==> src/page_allocator_refcount_core_defines.svh <==
// Assertion macros used by the page allocator controller.
`ifndef PAGE_ALLOCATOR_REFCOUNT_CORE_DEFINES_SVH
`define PAGE_ALLOCATOR_REFCOUNT_CORE_DEFINES_SVH

`ifndef NO_ASSERTIONS
// Clocked check, disabled while reset is high
`define PGA_ASSERT(lbl, clk, rst, prop, msg) \
   lbl: assert property (@(posedge clk) disable iff (rst) prop) else $error(msg);
// Clocked check that also holds through reset
`define PGA_ASSERT_ALWAYS(lbl, clk, prop, msg) \
   lbl: assert property (@(posedge clk) prop) else $error(msg);
`else
`define PGA_ASSERT(lbl, clk, rst, prop, msg)
`define PGA_ASSERT_ALWAYS(lbl, clk, prop, msg)
`endif

`endif

==> src/pgalloc_pkg.sv <==
package pgalloc_pkg;

   // Default geometry
   localparam int NUM_PAGES_DEF  = 32768;
   localparam int PAGE_BYTES_DEF = 4096;

   // Fixed field widths
   localparam int ADDR_W   = 27;
   localparam int PG_W     = 16;
   localparam int CNT_W    = 8;
   localparam int FUNC_W   = 2;
   localparam int STATUS_W = 3;

   // Link value that ends the free list
   localparam logic [PG_W-1:0] EMPTY_MARK = '1;
   localparam logic [CNT_W-1:0] CNT_MAX   = '1;

   typedef enum logic [FUNC_W-1:0] {
      FUNC_ALLOC  = 2'd0,
      FUNC_FREE   = 2'd1,
      FUNC_ADDREF = 2'd2,
      FUNC_INIT   = 2'd3
   } func_type;

   typedef enum logic [STATUS_W-1:0] {
      ST_OK       = 3'd0,
      ST_EMPTY    = 3'd1,
      ST_BADADDR  = 3'd2,
      ST_ZERO     = 3'd3,
      ST_OVERFLOW = 3'd4
   } status_type;

   // Write enables of the link and count memories
   typedef struct packed {
      logic link;
      logic count;
   } mem_we_type;

endpackage

==> src/pgalloc_ctrl.sv <==
`include "page_allocator_refcount_core_defines.svh"

module pgalloc_ctrl
   import pgalloc_pkg::*;
#(
   parameter int NUM_PAGES  = NUM_PAGES_DEF,
   parameter int PAGE_BYTES = PAGE_BYTES_DEF
)(
   input  logic                         clock,
   input  logic                         reset,
   input  logic [PG_W-1:0]              first_page,
   input  logic                         req_tvalid,
   output logic                         req_tready,
   input  logic [31:0]                  req_tdata,
   input  logic [FUNC_W-1:0]            req_tuser,
   output logic                         rsp_tvalid,
   input  logic                         rsp_tready,
   output logic [31:0]                  rsp_tdata,
   output logic [STATUS_W-1:0]          rsp_tuser,
   output logic                         mem_rd_en,
   output logic [$clog2(NUM_PAGES)-1:0] mem_rd_idx,
   input  logic [PG_W-1:0]              mem_link_rd,
   input  logic [CNT_W-1:0]             mem_count_rd,
   output mem_we_type                   mem_we,
   output logic [$clog2(NUM_PAGES)-1:0] mem_wr_idx,
   output logic [PG_W-1:0]              mem_link_wd,
   output logic [CNT_W-1:0]             mem_count_wd
);

   localparam int IDX_W = $clog2(NUM_PAGES);
   localparam int SHIFT = $clog2(PAGE_BYTES);
   localparam int PGN_W = ADDR_W - SHIFT;

   typedef enum logic [2:0] {
      S_IDLE = 3'b001,
      S_EXEC = 3'b010,
      S_INIT = 3'b100
   } state_type;

   state_type           state_ff, state_in;
   logic [PG_W-1:0]     head_ff, head_in;
   func_type            func_ff, func_in;
   logic [IDX_W-1:0]    idx_ff, idx_in;
   logic                bad_ff, bad_in;
   logic [IDX_W-1:0]    walk_ff, walk_in;
   logic                rsp_valid_ff, rsp_valid_in;
   logic [ADDR_W-1:0]   rsp_addr_ff, rsp_addr_in;
   status_type          rsp_status_ff, rsp_status_in;

   logic [ADDR_W-1:0]   req_addr;
   logic [PGN_W-1:0]    req_page;
   logic                req_aligned;
   logic                req_in_range;
   logic                accept;
   logic                out_free;
   logic                head_ok;
   logic                first_ok;

   // Decode the incoming request
   assign req_addr     = req_tdata[ADDR_W-1:0];
   assign req_page     = req_addr[ADDR_W-1:SHIFT];
   assign req_aligned  = (req_addr[SHIFT-1:0] == '0);
   assign req_in_range = (32'(req_page) < 32'(NUM_PAGES)) &&
                         (32'(req_page) >= 32'(first_page));
   assign first_ok     = (32'(first_page) < 32'(NUM_PAGES));
   assign head_ok      = (32'(head_ff) < 32'(NUM_PAGES));

   assign req_tready = (state_ff == S_IDLE);
   assign accept     = req_tvalid && req_tready;
   assign out_free   = !rsp_valid_ff || rsp_tready;

   // Read the entry of the page that the request names, or of the list head for allocate
   assign mem_rd_en  = accept;
   assign mem_rd_idx = idx_in;

   always_comb begin
      state_in      = state_ff;
      head_in       = head_ff;
      func_in       = func_ff;
      idx_in        = idx_ff;
      bad_in        = bad_ff;
      walk_in       = walk_ff;
      rsp_valid_in  = rsp_valid_ff && !rsp_tready;
      rsp_addr_in   = rsp_addr_ff;
      rsp_status_in = rsp_status_ff;
      mem_we        = '0;
      mem_wr_idx    = idx_ff;
      mem_link_wd   = head_ff;
      mem_count_wd  = '0;

      case (state_ff)
         S_IDLE: begin
            if (accept) begin
               func_in = func_type'(req_tuser);
               bad_in  = !(req_aligned && req_in_range);
               if (func_type'(req_tuser) == FUNC_ALLOC) begin
                  idx_in = head_ff[IDX_W-1:0];
               end else begin
                  idx_in = IDX_W'(req_page);
               end
               state_in = S_EXEC;
               // Initialize starts an empty list and walks the managed pages
               if (func_type'(req_tuser) == FUNC_INIT) begin
                  head_in = EMPTY_MARK;
                  walk_in = IDX_W'(first_page);
                  if (first_ok) begin
                     state_in = S_INIT;
                  end
               end
            end
         end

         S_INIT: begin
            // Push one page per cycle with a zero count
            mem_we.link  = 1'b1;
            mem_we.count = 1'b1;
            mem_wr_idx   = walk_ff;
            mem_count_wd = '0;
            head_in      = PG_W'(walk_ff);
            walk_in      = walk_ff + 1'b1;
            if (walk_ff == IDX_W'(NUM_PAGES - 1)) begin
               state_in = S_EXEC;
            end
         end

         S_EXEC: begin
            // Hold until the output register is free, then modify and answer
            if (out_free) begin
               rsp_valid_in  = 1'b1;
               rsp_addr_in   = '0;
               rsp_status_in = ST_OK;
               state_in      = S_IDLE;
               case (func_ff)
                  FUNC_ALLOC: begin
                     if (!head_ok) begin
                        rsp_status_in = ST_EMPTY;
                     end else begin
                        head_in      = mem_link_rd;
                        mem_we.count = 1'b1;
                        mem_count_wd = CNT_W'(1);
                        rsp_addr_in  = ADDR_W'({idx_ff, {SHIFT{1'b0}}});
                     end
                  end
                  FUNC_FREE: begin
                     if (bad_ff) begin
                        rsp_status_in = ST_BADADDR;
                     end else if (mem_count_rd == '0) begin
                        rsp_status_in = ST_ZERO;
                     end else begin
                        mem_we.count = 1'b1;
                        mem_count_wd = mem_count_rd - 1'b1;
                        // Last reference gone: push the page
                        if (mem_count_rd == CNT_W'(1)) begin
                           mem_we.link = 1'b1;
                           head_in     = PG_W'(idx_ff);
                        end
                     end
                  end
                  FUNC_ADDREF: begin
                     if (bad_ff) begin
                        rsp_status_in = ST_BADADDR;
                     end else if (mem_count_rd == '0) begin
                        rsp_status_in = ST_ZERO;
                     end else if (mem_count_rd == CNT_MAX) begin
                        rsp_status_in = ST_OVERFLOW;
                     end else begin
                        mem_we.count = 1'b1;
                        mem_count_wd = mem_count_rd + 1'b1;
                     end
                  end
                  default: begin
                     rsp_status_in = ST_OK;
                  end
               endcase
            end
         end

         default: begin
            state_in = S_IDLE;
         end
      endcase
   end

   // Control registers
   always_ff @(posedge clock) begin
      if (reset) begin
         state_ff     <= S_IDLE;
         head_ff      <= EMPTY_MARK;
         rsp_valid_ff <= 1'b0;
      end else begin
         state_ff     <= state_in;
         head_ff      <= head_in;
         rsp_valid_ff <= rsp_valid_in;
      end
   end

   // Request and result payload
   always_ff @(posedge clock) begin
      func_ff       <= func_in;
      idx_ff        <= idx_in;
      bad_ff        <= bad_in;
      walk_ff       <= walk_in;
      rsp_addr_ff   <= rsp_addr_in;
      rsp_status_ff <= rsp_status_in;
   end

   assign rsp_tvalid = rsp_valid_ff;
   assign rsp_tdata  = 32'(rsp_addr_ff);
   assign rsp_tuser  = rsp_status_ff;

   `PGA_ASSERT(a_accept_leaves_idle, clock, reset, accept |=> (state_ff != S_IDLE), "request accepted but sequencer stayed idle")
   `PGA_ASSERT(a_no_write_idle, clock, reset, (mem_we.link || mem_we.count) |-> (state_ff != S_IDLE), "memory written while idle")
   `PGA_ASSERT(a_addr_zero_on_error, clock, reset, (rsp_valid_ff && (rsp_status_ff != ST_OK)) |-> (rsp_addr_ff == '0), "page address nonzero on failed request")
   `PGA_ASSERT(a_init_exits_exec, clock, reset, (state_ff == S_INIT) |=> ((state_ff == S_INIT) || (state_ff == S_EXEC)), "init walk left for a wrong state")
   `PGA_ASSERT_ALWAYS(a_reset_idle, clock, reset |=> ((state_ff == S_IDLE) && !rsp_valid_ff), "reset did not clear the sequencer")

endmodule

==> config.mk <==
export PLATFORM = sky130hd
export DESIGN_NAME = pgalloc_ctrl
export DESIGN_NICKNAME = d
export VERILOG_FILES = /design/src/pgalloc_pkg.sv /design/src/pgalloc_ctrl.sv
export VERILOG_INCLUDE_DIRS = /design/src /design/src/src
export SDC_FILE = /design/constraint.sdc
export NUM_CORES = 1
export LEC_CHECK = 0
export ABC_CLOCK_PERIOD_IN_PS = 6000
export BUFFER_PORTS_ARGS = -buffer_cell sky130_fd_sc_hd__buf_2
export CAP_MARGIN = 5
export CORE_UTILIZATION = 54
export CTS_CLUSTER_DIAMETER = 50
export CTS_CLUSTER_SIZE = 28
export DETAILED_ROUTE_END_ITERATION = 12
export PLACE_DENSITY_LB_ADDON = 0.3
export SLEW_MARGIN = 15
export SYNTH_ARGS = -nofsm -noshare
export SYNTH_HDL_FRONTEND = slang
export SYNTH_SLANG_ARGS = --single-unit
==> constraint.sdc <==
create_clock -name clock -period 6 [get_ports clock]
set_input_delay 0.9 -clock clock [delete_from_list [all_inputs] [get_ports clock]]
set_output_delay 0.9 -clock clock [all_outputs]
set_load 0.02 [all_outputs]
# Word-level counts from Yosys, hierarchy flattened
# Cells that the tools add are included.
totals:
  reg_bits: 83
  latchBits: 0
  mem_bits_rw: 0
  rom_bits: 0
  output_inout_bits: 94
  elab_cells: 104
  mem_count: 0
op_classes:
  n_addsub: 3
  mul: 0
  n_div: 0
  order_cmp: 3
  n_eq_ne: 18
  n_shift: 0
  n_mux: 51
  bitwise_logic: 0
  n_reduce_logical: 19
op_table:
  columns: ["cell", "count"]
  rows:
  - ["16-bit 2-to-1 mux", 7]
  - ["15-bit 2-to-1 mux", 6]
  - ["8-bit 2-to-1 mux", 7]
  - ["16-bit one-hot mux with 3 select lines", 1]
  - ["16-bit < comparator, second input constant", 2]
  - ["16-bit one-hot mux with 2 select lines", 1]
  - ["15-bit one-hot mux with 2 select lines", 1]
  - ["3-bit 2-to-1 mux", 8]
  - ["8-bit one-hot mux with 3 select lines", 1]
  - ["3-bit one-hot mux with 3 select lines", 2]
  - ["15-bit by 16-bit greater-or-equal comparator with 1-bit output", 1]
  - ["15-bit by 1-bit adder with 15-bit output, second input constant", 1]
  - ["15-bit equality test, second input constant", 1]
  - ["12-bit zero test", 1]
  - ["3-bit != test, second input constant", 4]
  - ["1-bit 2-to-1 mux", 10]
  - ["2-bit 2-to-1 mux", 5]
  - ["9-bit AND reduction", 1]
  - ["8-bit by 1-bit adder with 8-bit output, second input constant", 1]
  - ["8-bit by 1-bit equality test with 1-bit output, second input constant", 1]
  - ["8-bit equality test, second input constant", 1]
  - ["8-bit zero test", 1]
  - ["8-bit by 1-bit subtractor with 8-bit output, second input constant", 1]
  - ["2-bit AND reduction", 3]
  - ["17 further kinds", 26]

# Longest topological paths before layout
# Gate-level depths: netlist of run 1.
logic_depth:
  depth_word: 7
  mapped_depth: 8
  ltp_nobuf: 8

# Worst setup path after synthesis of run 1
# Ideal clock, no wire load.
synth_timing:
  kind: "in2out"
  from: "input port rsp_tready"
  to: "output port mem_count_wd[3]"
  t_arrival_ns: 2.785
  required_ns: 5.100
  path_slack_ns: 2.315
  path_stages: 5
  path_cell_list: "nand2b_1 > and2_1 > clkbuf_1 > nand3_1 > nor3b_1"
synth_via:
  elab_chain_cells: 3
synth_rtl:
  columns: ["item", "line_no", "rtl"]
  rows:
  - ["start: declaration", "pgalloc_ctrl.sv:17", "input logic rsp_tready,"]
  - ["1-bit logical OR", "pgalloc_ctrl.sv:70", "assign out_free = !rsp_valid_ff || rsp_tready;"]
  - ["8-bit 2-to-1 mux", "pgalloc_ctrl.sv:128", "if (out_free) begin"]
  - ["8-bit 2-to-1 mux", "pgalloc_ctrl.sv:91", "case (state_ff)"]
  - ["end: declaration", "pgalloc_ctrl.sv:27", "output logic [CNT_W-1:0] mem_count_wd"]
# Every way passes these cells.

# Worst setup path after layout of run 1
layout_timing:
  from: "input port rsp_tready"
  to: "output port mem_count_wd[5]"
# Same word-level chain as after synthesis.

==> summary.md, run 1 <==
For the worst setup path, the data arrival time is 2.98 ns. The number of vias per cell was 5.71. Entering global routing, the biggest net connects 38 pins.

The cell that appears most often on the critical path is sky130_fd_sc_hd__buf_2. The run gives 0 as the count of inserted antenna diode cells. In this run the clock root is driven by a sky130_fd_sc_hd__clkbuf_8.

The most used flip-flop cell after synthesis is sky130_fd_sc_hd__edfxtp_1. The final-report setup violation count is 0, and the placeable core area is 0.00822 mm². The die outline area is 0.00885 mm², and the number of global-route vias before repair is 4069. The run gives 0 as the global-route congestion overflow total.

Traced cell by cell, the critical path runs through buf_2 > nand2b_1 > and2_1 > nand3_1 > a211oi_1 > buf_2. The power density over cell area came out at 245 mW/mm². STA classifies the critical path endpoint as an output port. The tools report the iteration-0 DRC count of the detailed router as 388. The clock reaches the later pin of the worst-skew pair after 0.35 ns. Across the VDD grid, the largest voltage drop is 113 µV.

Global routing consumed, over all layers together, 29.9% of the routing resources. The run gives 3 as the number of H-tree branching levels. Max-cap violations in this run came to 0. Detailed routing inserted a total of 4494 vias. Final hold analysis gives a worst-case slack of 0.545 ns. Leaving out fill and tap cells, the most frequent cell in the layout is sky130_fd_sc_hd__buf_2. The floorplan row count was 33.

The number of port buffers is 149. The largest fanout on the critical path is 22, and the clock input transition at the sequential cells of the worst setup and hold paths is 0.07 ns. For this run, the post-layout net count is 774.

For the number of slew-limit violations in the final report, the log shows 0. Ranked by total cell area, the synthesized netlist is headed by sky130_fd_sc_hd__edfxtp_1 (24%), sky130_fd_sc_hd__dfxtp_1 (15%), sky130_fd_sc_hd__nand2_1 (8.6%). The total power draw is 1.35 mW.

Among all stages on the critical path, the largest delay is contributed by sky130_fd_sc_hd__and2_1. The cell count after synthesis came out at 545. The mapped netlist covers 0.00458 mm². Yosys synthesis warning count: 0. From left edge to right edge, the die measures 94.1 µm. The clock passes through at most 2 buffers. The initial core utilization was 55.7%. The final wirelength was 12800 µm. The initial antenna violation count was 0. The count of TritonRoute iterations in the first routing pass is 6, and the headroom to the max-slew limit is 18.5%. Setup repair after global routing left no endpoint under its margin.

The detail-routed net length per standard cell is 16.3 µm, and the part of the Yosys area used for sequential elements is 38.9%. The reg2reg setup slack was 3.21 ns. The tools report the number of library cell types mapped by synthesis as 56. Post-route clock period utilization: 64.7%. 172 I/O pins were placed.

The total negative slack was 0 ns; the count of hold buffers inserted by post-cts repair was 0. Post-CTS timing repair inserted 0 buffers for setup. Counting flops with a built-in enable in the synthesized netlist gives 36. The critical path is of the in2out type. In this design, the stage delay of the slowest critical-path cell is 0.80 ns. The flow ran to the end, and the final reports show no timing, DRC or antenna violations.

The tools report the leakage power of the design as 2.54 nW. The synthesized area divided by synthesized cell count is 8.40 µm². The largest area contributor in the netlist was sky130_fd_sc_hd__edfxtp_1. The number of hold violations in the final report was 0; the TritonCTS sink count was 71. STA classifies the critical path startpoint as an input port. The wire-length estimate of the detail-placed layout is 9440 µm. The clock period minus final worst setup slack works out to 3.88 ns. Clock tree synthesis inserted a total of 9 buffers. At the worst endpoint, the required time is 5.10 ns. Counting the fill cells in the layout gives 715. The measured slew at the worst slew-check pin was 1.22 ns. The number of gates resized after CTS was 0. The run gives 0.00753 ns as the final clock skew.

In the layout the commonest cells are sky130_fd_sc_hd__buf_2 (149), sky130_fd_sc_hd__nand2_1 (105), sky130_fd_sc_hd__nor2_1 (47). The first-pass GRT wire length is 20100 µm, and the share of synthesized flip-flops with an asynchronous set or reset is 0%. Timing would allow up to 257 MHz. Routability-driven placement finished with a final weighted congestion of 0.885.

Summed over its instances, the top area cell type makes up 23.6% of the synthesized netlist area. The worst hold path belongs to the class reg2reg. The remaining number of nets flagged by the antenna check after routing is 0, and the die extent in y is 94.1 µm. The relative area change from synthesis to final layout is 20.1%. In the routed design, unresolved DRC markers number 0. The fraction of final layout cells sized beyond drive strength 1 works out to 26.2%. TritonCTS built the clock tree. The post-synthesis register bit count is 71.
layer usage:
metal	global-route usage (%)	vias to the layer above	routed length, µm
met5	0	-	0
met2	47.6	243	6020
met4	11.8	0	305
li1	-	2136	-
met1	40.9	2087	5420
met3	4.29	28	1090
synth_stat cells, drive strengths merged, types with 3 or more instances:
library cell and count:
o31ai 4, and2 19, clkbuf 21, nand2 105, buf 27, o22ai 3
inv 19, nor4 5, o21ai 23, nand3 12, xor2 6, dfxtp 35
o221ai 3, ha 19, edfxtp 36, nor2b 3, and3 5, mux2i 33
nand4 5, a211oi 18, nor2 49, nor3 11, nand2b 8, xnor2 8
a21oi 43
worst max-delay path, delay by kind of cell:
kind	cells	cell delay [ns]
buffers and inverters	2	0.30
AOI/OAI and AO/OA	1	0.31
and+or+nand+nor	3	1.46
through the flow:
step / instances / area [µm²] / worst slack [ns] / util (%)
floorplan: 561 / 4640 / 2.32 / -
global placement: 771 / 5290 / 2.21 / 64.3
detailed placement: 771 / 5290 / 2.10 / 64.3
CTS: 787 / 5500 / 2.08 / 66.9
global route: 787 / 5500 / 1.86 / 66.9
finish: 787 / 5500 / 2.12 / 66.9
power breakdown:
group          internal [mW]  total, mW  switching [mW]
sequential             0.545      0.583          0.0385
combinational          0.119      0.348           0.229
clock                  0.233      0.415           0.183
cells by family after synthesis:
| family | Yosys count | share of synthesized area [%] |
|---|---|---|
| compound gates | 111 | 15.3 |
| xor+xnor | 14 | 2.68 |
| fa+ha+maj | 19 | 5.19 |
| buf+inv | 67 | 7.49 |
| flops | 71 | 38.9 |
| mux | 33 | 7.22 |
| other cells | 1 | 0.0819 |
| simple gates | 229 | 23.1 |
path summary, 6_finish.rpt:
kind                                   from         endpoint  cells after the start
worst max-delay path             rsp_tready  mem_count_wd[5]                      6
worst max register to register  state_ff[1]   mem_link_wd[6]                      5
worst min-delay path             idx_ff[13]       idx_ff[13]                      2
worst min register to register   idx_ff[13]       idx_ff[13]                      2
area by class of cell:
type / instances / area, µm² / share of cell area (%)
inverters: 19 / 71.3 / 1.30
clock inverters: 6 / 85.1 / 1.55
multi-input cells: 423 / 2520 / 45.9
clock buffers: 10 / 128 / 2.32
flip-flops and latches: 71 / 1780 / 32.4
well taps: 105 / 131 / 2.39
repair buffers: 153 / 776 / 14.1
state kept, by name, summed over array words and instances (netlist names):
signal / count
mem_link_wd: 16
idx_ff: 15
rsp_addr_ff: 15
walk_ff: 15
rsp_tuser: 3
state_ff: 3
func_ff: 2
bad_ff: 1
rsp_tvalid: 1
No activity file was read; power rests on OpenSTA's default activity.
==> run 2, diff against run 1 <==
Settings changed: ABC_CLOCK_PERIOD_IN_PS 6000 to 3760, CORE_UTILIZATION 54 to 50.
Clock period 6 ns to 3.76 ns, I/O delays scaled along.
==> summary.md, run 2 (same netlist as run 1, synthesis figures left out) <==
The total of max-cap violations was 0 (unchanged). The run gives 16 (was 0) as the post-route DRC violation count. The first-pass GRT wire length was 20200 µm (was 20100 µm); the net count reported at finish was 779 (was 774).

The highest attainable clock frequency is 330 MHz, and the cell count of the worst hold path is 1 (was 2). The die span in x was 97.7 µm (was 94.1 µm); the global-route congestion overflow total was 0 (unchanged). The number of setup buffers added after CTS is 0 (unchanged). The capture instance of the worst register-to-register path was mem_link_wd[3] (was mem_link_wd[6]). Fraction of final layout cells sized beyond drive strength 1: 26.8% (was 26.2%). Overall track demand over capacity in global routing: 27.0% (was 29.9%). The global-route track usage on met3 is 5.40% (was 4.29%), and the number of vias per cell is 5.67 (was 5.71). The relative area change from synthesis to final layout was 21.2% (was 20.1%). The clock input transition at the sequential cells of the worst setup and hold paths works out to 0.08 ns (was 0.07 ns). The reg2reg setup slack was 1.18 ns (was 3.21 ns).

Setup repair after global routing left no endpoint under its margin. The fraction of met2 tracks used by global routing is 44.4% (was 47.6%). Sort of element at the start of the critical path: a register (was an input port). The path category of the worst min-delay check is in2reg (was reg2reg). The TritonCTS buffer count was 9 (unchanged). Busiest layer in global routing: met2 (unchanged). Final wirelength: 12900 µm (was 12800 µm).

The count of cells resized by post-cts repair is 0 (unchanged). Count of inserted antenna diode cells: 0 (unchanged). The TritonCTS sink count is 71 (unchanged), and the final-report setup violation count is 0 (unchanged).

The number of hold violations in the final report is 0 (unchanged), and the post-route clock period utilization is 80.5%. The number of H-tree branching levels was 3 (unchanged). TritonCTS built the clock tree. The checks that failed: design-rule violations. The flip-flop count of the largest register, all copies and words added is 16 (unchanged), and the core occupancy in the finished layout is 63.0% (was 66.9%).

The die extent in y was 97.7 µm (was 94.1 µm); the remaining number of nets flagged by the antenna check after routing was 0 (unchanged). The tools report the startpoint of the worst-slack reg-to-reg timing path as state_ff[1] (unchanged). The detailed-placement wirelength estimate is 9660 µm (was 9440 µm), and the clock period minus final worst setup slack is 3.03 ns. The run finished, with violations left. The run gives 0.00954 mm² (was 0.00885 mm²) as the die outline area. The final clock skew came out at 0.00887 ns (was 0.00753 ns). The detail-routed net length per standard cell was 16.2 µm (was 16.3 µm). The run gives 0 ns (unchanged) as the total negative slack. Power density over cell area: 392 mW/mm² (was 245 mW/mm²). For the headroom to the max-slew limit, the log shows 28.9% (was 18.5%).

The tools report the endpoint class of the critical path as an output port (unchanged). The number of top-level pins was 172 (unchanged). Largest net degree at the start of global routing: 29 (was 38). The count of TritonRoute iterations in the first routing pass was 9 (was 6); the logic depth of the worst register-to-register path was 5 (unchanged). The startpoint of the most critical hold path was req_tuser[1] (was idx_ff[13]).

The measured slew at the worst slew-check pin was 1.07 ns (was 1.22 ns). The hold path endpoint was func_ff[1] (was idx_ff[13]). Count of hold buffers inserted by post-cts repair: 0 (unchanged).

The tools report the iteration-0 DRC count of the detailed router as 339 (was 388). The leakage power of the design was 2.57 nW (was 2.54 nW). Most used cells in the layout excluding fill and tap cells: sky130_fd_sc_hd__buf_2 (149), sky130_fd_sc_hd__nand2_1 (105), sky130_fd_sc_hd__nor2_1 (47) (unchanged). The logs give 234 µV (was 113 µV) for the peak supply drop and 0.00881 mm² (was 0.00822 mm²) for the placeable core area. Largest fanout on the critical path: 25 (was 22).

The tools report the root buffer selected by CTS as sky130_fd_sc_hd__clkbuf_8 (unchanged). The most common library cell in the layout ignoring fill and taps is sky130_fd_sc_hd__buf_2 (unchanged). Kind of critical path: reg2out (was in2out). The fraction of met1 tracks used by global routing is 33.9% (was 40.9%), and the initial antenna violation count is 0 (unchanged). The floorplan row count is 34 (was 33). The worst path required time came out at 3.20 ns (was 5.10 ns).

The number of port buffers is 149 (unchanged), and the global placement routability congestion is 0.912 (was 0.885). The logs give 4335 (was 4069) for the number of global-route vias before repair and 52.0% (was 55.7%) for the initial core utilization. The clock network latency to the later pin of the worst-skew pair is 0.35 ns (about the same), and the total via count in the routed design is 4508 (was 4494). The endpoint arrival time on the critical path was 2.46 ns (was 2.98 ns).

The number of slew-limit violations in the final report is 0 (unchanged). The tools report the maximum clock insertion buffer count as 2 (unchanged).
## run 2: cell count changes in the layout (fill, tap and decap cells not counted)
| cell | delta |
|---|---|
| sky130_fd_sc_hd__buf_4 | +5 |
| sky130_fd_sc_hd__clkinvlp_4 | -2 |
| sky130_fd_sc_hd__clkinv_4 | +4 |
| sky130_fd_sc_hd__clkinv_2 | -2 |
## run 2: worst max-delay path by stage
stage / startpoint / to / slack [ns] / depth (start not counted)
floorplan: rsp_tready / mem_count_wd[3] / 0.75 / 5
global placement: mem_count_rd[0] / mem_count_wd[7] / 0.95 / 9
detailed placement: mem_count_rd[0] / mem_count_wd[7] / 0.90 / 9
CTS: func_ff[1] / mem_count_wd[6] / 0.76 / 4
global route: func_ff[1] / mem_count_wd[6] / 0.56 / 4
finish: func_ff[1] / mem_count_wd[6] / 0.73 / 4
## run 2: area by class of cell
type / instances / area (µm²)
Clock inverter: 6 / 95.1
Tap cell: 108 / 135
Timing Repair Buffer: 158 / 813
Multi-Input combinational cell: 423 / 2520
Sequential cell: 71 / 1780
Clock buffer: 10 / 128
Fill cell: 767 / 3260
Inverter: 19 / 71.3
## run 2: metrics by stage
| step | cell area (µm²) | power (mW) | setup WS, ns | hold WS (ns) | cells |
|---|---|---|---|---|---|
| after floorplan | 4640 | 1.30 | 0.747 | 0.525 | 561 |
| after global placement | 5330 | 1.49 | 0.946 | 0.511 | 779 |
| after detailed placement | 5330 | 1.50 | 0.898 | 0.527 | 779 |
| after CTS | 5550 | 2.17 | 0.762 | 0.436 | 795 |
| after global routing | 5550 | 2.26 | 0.563 | 0.438 | 795 |
| final | 5550 | 2.18 | 0.731 | 0.444 | 795 |
## run 2: power breakdown
group          internal [mW]  switching [mW]  total, mW
logic                  0.195           0.367      0.561
registers              0.869          0.0615      0.930
clock network          0.378           0.307      0.685
## run 2: worst max-delay path: stages, from the launching register on
cell and delay [ns]:
sky130_fd_sc_hd__edfxtp_1 0.48, sky130_fd_sc_hd__nand2b_1 0.69, sky130_fd_sc_hd__or3_1 0.59, sky130_fd_sc_hd__a21oi_1 0.16, sky130_fd_sc_hd__buf_2 0.19
## run 2: routing by layer
metal  up-vias  wire length, µm
met5         -                0
li1       2157                -
met2       212             6140
met3        38              997
met1      2101             5410
met4         0              345
